### src/rtl/assert_macros.svh
// Assertion macros shared by the RTL modules of the LZSS decoder.
// Define NO_ASSERTIONS to compile every macro to nothing.
`ifndef ASSERT_MACROS_SVH
`define ASSERT_MACROS_SVH

`ifndef NO_ASSERTIONS
// Property check on the rising clock edge, off while reset is held.
`define ASSERT_PROP(name, clk, rstn, prop, msg) \
  name: assert property (@(posedge clk) disable iff (!rstn) prop) else $error(msg);
// Plain invariant, checked at every rising clock edge outside reset.
`define ASSERT_ALWAYS(name, clk, rstn, expr, msg) \
  name: assert property (@(posedge clk) disable iff (!rstn) (expr)) else $error(msg);
`else
`define ASSERT_PROP(name, clk, rstn, prop, msg)
`define ASSERT_ALWAYS(name, clk, rstn, expr, msg)
`endif

`endif

### src/rtl/xrl_pkg.sv
// Shared types and constants of the descrambling LZSS decoder.
// No dependencies; used by the controller, the datapath and the top level.
package xrl_pkg;

  localparam int unsigned CFG_IDX_W  = 2;
  localparam int unsigned CFG_DATA_W = 32;
  localparam int unsigned COUNT_W    = 32;
  localparam int unsigned LEN_W      = 6;

  // Configuration register indexes
  localparam logic [CFG_IDX_W-1:0] CFG_XOR_KEY   = 2'd0;
  localparam logic [CFG_IDX_W-1:0] CFG_ROT_SHIFT = 2'd1;
  localparam logic [CFG_IDX_W-1:0] CFG_OUT_SIZE  = 2'd2;

  localparam logic [7:0]  SUB_CONST = 8'h7C;
  localparam int unsigned START_POS = 'h7DF;
  localparam logic [2:0]  ROT_RESET = 3'd1;

  typedef enum logic [1:0] {
    ST_IDLE,
    ST_FETCH,
    ST_COPY
  } ctrl_state_e;

  // What the byte at the input would do if taken now
  typedef enum logic [2:0] {
    KIND_SKIP,
    KIND_FLAGS,
    KIND_LITERAL,
    KIND_LOW,
    KIND_HIGH
  } in_kind_e;

  typedef struct packed {
    logic take_in;   // input transaction completes this cycle
    logic copy_adv;  // one match byte goes to the output register
  } dp_cmd_t;

  typedef struct packed {
    in_kind_e kind;
    logic     out_free;   // output register can load this cycle
    logic     copy_last;  // current match byte ends the match or the output stream
  } dp_status_t;

endpackage

### src/rtl/xrl_ctrl.sv
// Controller FSM: input acceptance, match fetch and copy sequencing.
// Uses xrl_pkg and assert_macros.svh.
`include "assert_macros.svh"

module xrl_ctrl (
  input  logic                clk_i,
  input  logic                rst_ni,
  input  logic                in_valid_i,
  output logic                in_ready_o,
  input  xrl_pkg::dp_status_t status_i,
  output xrl_pkg::dp_cmd_t    cmd_o
);

  import xrl_pkg::*;

  ctrl_state_e state_q, state_d;

  always_ff @(posedge clk_i or negedge rst_ni) begin
    if (!rst_ni) begin
      state_q <= ST_IDLE;
    end else begin
      state_q <= state_d;
    end
  end

  always_comb begin
    state_d        = state_q;
    in_ready_o     = 1'b0;
    cmd_o.take_in  = 1'b0;
    cmd_o.copy_adv = 1'b0;
    case (state_q)
      ST_IDLE: begin
        in_ready_o    = status_i.out_free;
        cmd_o.take_in = in_valid_i && status_i.out_free;
        if (cmd_o.take_in && (status_i.kind == KIND_HIGH)) begin
          state_d = ST_FETCH;
        end
      end
      ST_FETCH: begin
        // first history read in flight
        state_d = ST_COPY;
      end
      ST_COPY: begin
        cmd_o.copy_adv = status_i.out_free;
        if (status_i.out_free && status_i.copy_last) begin
          state_d = ST_IDLE;
        end
      end
      default: begin
        state_d = ST_IDLE;
      end
    endcase
  end

  `ASSERT_PROP(a_fetch_copy, clk_i, rst_ni, state_q == ST_FETCH |=> state_q == ST_COPY, "fetch stuck")
  `ASSERT_PROP(a_high_fetch, clk_i, rst_ni, (cmd_o.take_in && status_i.kind == KIND_HIGH) |=> state_q == ST_FETCH, "match not started")
  `ASSERT_PROP(a_busy_block, clk_i, rst_ni, state_q != ST_IDLE |-> !in_ready_o, "input taken mid-match")

endmodule

### config.mk
export PLATFORM = sky130hd
export DESIGN_NAME = xrl_ctrl
export DESIGN_NICKNAME = d
export VERILOG_FILES = /design/src/rtl/xrl_pkg.sv /design/src/rtl/xrl_ctrl.sv
export VERILOG_INCLUDE_DIRS = /design/src /design/src/rtl
export SDC_FILE = /design/constraint.sdc
export NUM_CORES = 1
export LEC_CHECK = 0
export ABC_AREA = 1
export BUFFER_PORTS_ARGS = -buffer_cell sky130_fd_sc_hd__buf_2
export CORE_AREA = 2 2 39 41
export DETAILED_ROUTE_END_ITERATION = 6
export DIE_AREA = 0 0 41 43
export PLACE_DENSITY = 0.38
export SYNTH_ARGS = -nofsm -noshare
export SYNTH_HDL_FRONTEND = slang
export SYNTH_SLANG_ARGS = --single-unit
### constraint.sdc
create_clock -name clk_i -period 1 [get_ports clk_i]
set_input_delay 0.05 -clock clk_i [delete_from_list [all_inputs] [get_ports clk_i]]
set_output_delay 0.05 -clock clk_i [all_outputs]
set_load 0.05 [all_outputs]
==> out/results.tsv <==
metric	value	unit
status	finished, violations left	
violations	setup timing	
n_antenna_cell	0	
irDropWorstVdd	367	uV
drt_iter0_markers	2	
wl_met3	39	um
dp.cells	46	
stdcell_count	51	
synthCells	19	
yosys_warnings	0	
ctsRootBufferMaster	clkbuf_4	
drtPass1Iterations	2	
avgSynthCellArea	6.26	um2
path_class	register to primary output	
hp-class	input port to register	
synthesis.nets	27	
p_comb_share	26.4	%
grt_pass1_vias	141	
mostFrequentLayoutCells	nand2_1, buf_2, inv_1, clkbuf_4, buf_6	
top_regs	state_q: 2 flops	
max_slew_margin	89.3	%
slowest_stage	dfrtp_2	
drv_slew	0	
top_layer_used	met3	
dieArea	1760	um2
cts_tree	built	
grt_start_max_net_pins	6	
met1_length	132	um
switching_share	28.6	%
netlist_area	119	um2
grt_pass1_wl	483	um
whs	56.8	ps
grt.overflow.total	0	
worst_slew_pin_slew	161	ps
clk_latency	220	ps
antenna_found_initial	0	
cts_sinks	2	
synth_cell_types	6	
wl	325	um
gp_congestion	0.581	
seqPwrFrac	25.0	%
critical-path-max-stage-delay	430	ps
power_per_cell_area	1350	nW/um2
cts.clk_slew.worst_paths	30	ps
ys_seq_elements	2	
chipHeight	43	um
die_x	41	um
area_growth_syn_to_layout	126	%
regMostFlops	state_q	
cts_buffers	3	
setup_viol	3	
p_clk_share	48.6	%
vias	160	
critPathMaxFanout	4	
worst_slack	-85.8	ps
largest_reg_flops	2	
path_cells	nor2_2, nand2_1, inv_1, buf_6	
period_needed	1090	ps
clock_path_buffers	2	
start_kind	register	
place_hpwl	244	um
core_area	1380	um2
io_buffers	10	
p_int	0.000259	W
drc	0	
rsz0062_at_grt	true	
max_freq	0.921	GHz
final_antenna_net_count	0	
fin_skew	0.132	ps
arrival	1040	ps
wl_met2	153	um
io_pins	11	
maxCapViolCount	0	
p_leak	0.153	nW
fin_crit_sh	109	%
nNetsFinal	45	
viasPerCell	3.14	
multi_input_area	66.3	um2
ys_seq_area_share	42.1	%
grt_usage	4.82	%
fillers	158	
switchingPower	0.000104	W
layout.area.seq	51.3	um2
htreeDepth	1	
drive_gt1_share	60.0	%
cp-end-kind	primary output	
drt-wirelength-per-cell	6.37	um
start_util	8.59	%
final_hold_viol_count	0	
rows	14	
cp.required	950	ps
## logic make-up after synthesis
kind of cell  count (synthesis)  share of synthesized area, %
simple gates                 13                          45.3
buf+inv                       4                          12.6
flops                         2                          42.1
## power groups by stage
stage          registers (W)  logic (W)  clock network, W
2_1_floorplan      0.0000893  0.0000507                 0
3_3_place_gp       0.0000902  0.0000797                 0
3_5_place_dp       0.0000904  0.0000801                 0
4_1_cts            0.0000900  0.0000996          0.000190
5_1_grt            0.0000911   0.000104          0.000196
6_report           0.0000906  0.0000959          0.000177
## metrics by stage
step	TNS, ps	power, W	utilization (%)	instance area [um2]	setup slack, ps
after detailed placement	0	0.000170	14.9	206	39.0
after global placement	0	0.000170	14.9	206	37.7
after CTS	-308	0.000380	19.2	265	-112
after global routing	-365	0.000391	19.4	269	-153
after floorplan	-293	0.000140	-	129	-146
final	-203	0.000363	19.4	269	-85.8
## cells in the mapped netlist, drive strengths merged
cell   number  area [um2]
nor3        2        10.0
nor2        4        17.5
inv         4        15.0
nand2       7        26.3
dfrtp       2        50.1
## layout make-up
class | count | area share, %
Tap cell | 16 | 7.44
Multi-Input combinational cell | 13 | 24.7
Inverter | 4 | 5.58
Clock buffer | 3 | 8.37
Sequential cell | 2 | 19.1
Timing Repair Buffer | 13 | 34.9
## critical path: cells and delay by family, from the launching register on
kind | cells | cell delay, ps
and+or+nand+nor | 2 | 170
buffers and inverters | 2 | 220
DFF | 1 | 430
## per-layer routing
metal	GRT usage (%)	vias up
met5	0	-
met4	6.00	0
met3	4.71	0
met2	5.31	8
met1	4.18	64
li1	-	88
## final timing paths
path / startpoint / end / slack [ps] / depth (start not counted)
max: state_q[0] / cmd_o[1] / -90 / 4
min: status_i[4] / state_q[0] / 60 / 3
max reg2reg: state_q[0] / state_q[0] / 120 / 4
min reg2reg: state_q[1] / state_q[1] / 610 / 3
max in group asynchronous: rst_ni / state_q[0] / 750 / 2
min in group asynchronous: rst_ni / state_q[0] / 140 / 2
## repair_timing
action,in CTS,in global routing
endpoints found under the hold margin,2,0
resized for setup,7,2
cloned,0,0
setup endpoints to repair,3,4
hold buffers,1,0
setup buffers,1,1
pin swaps,2,4
Power figures use the tool's default switching activity.
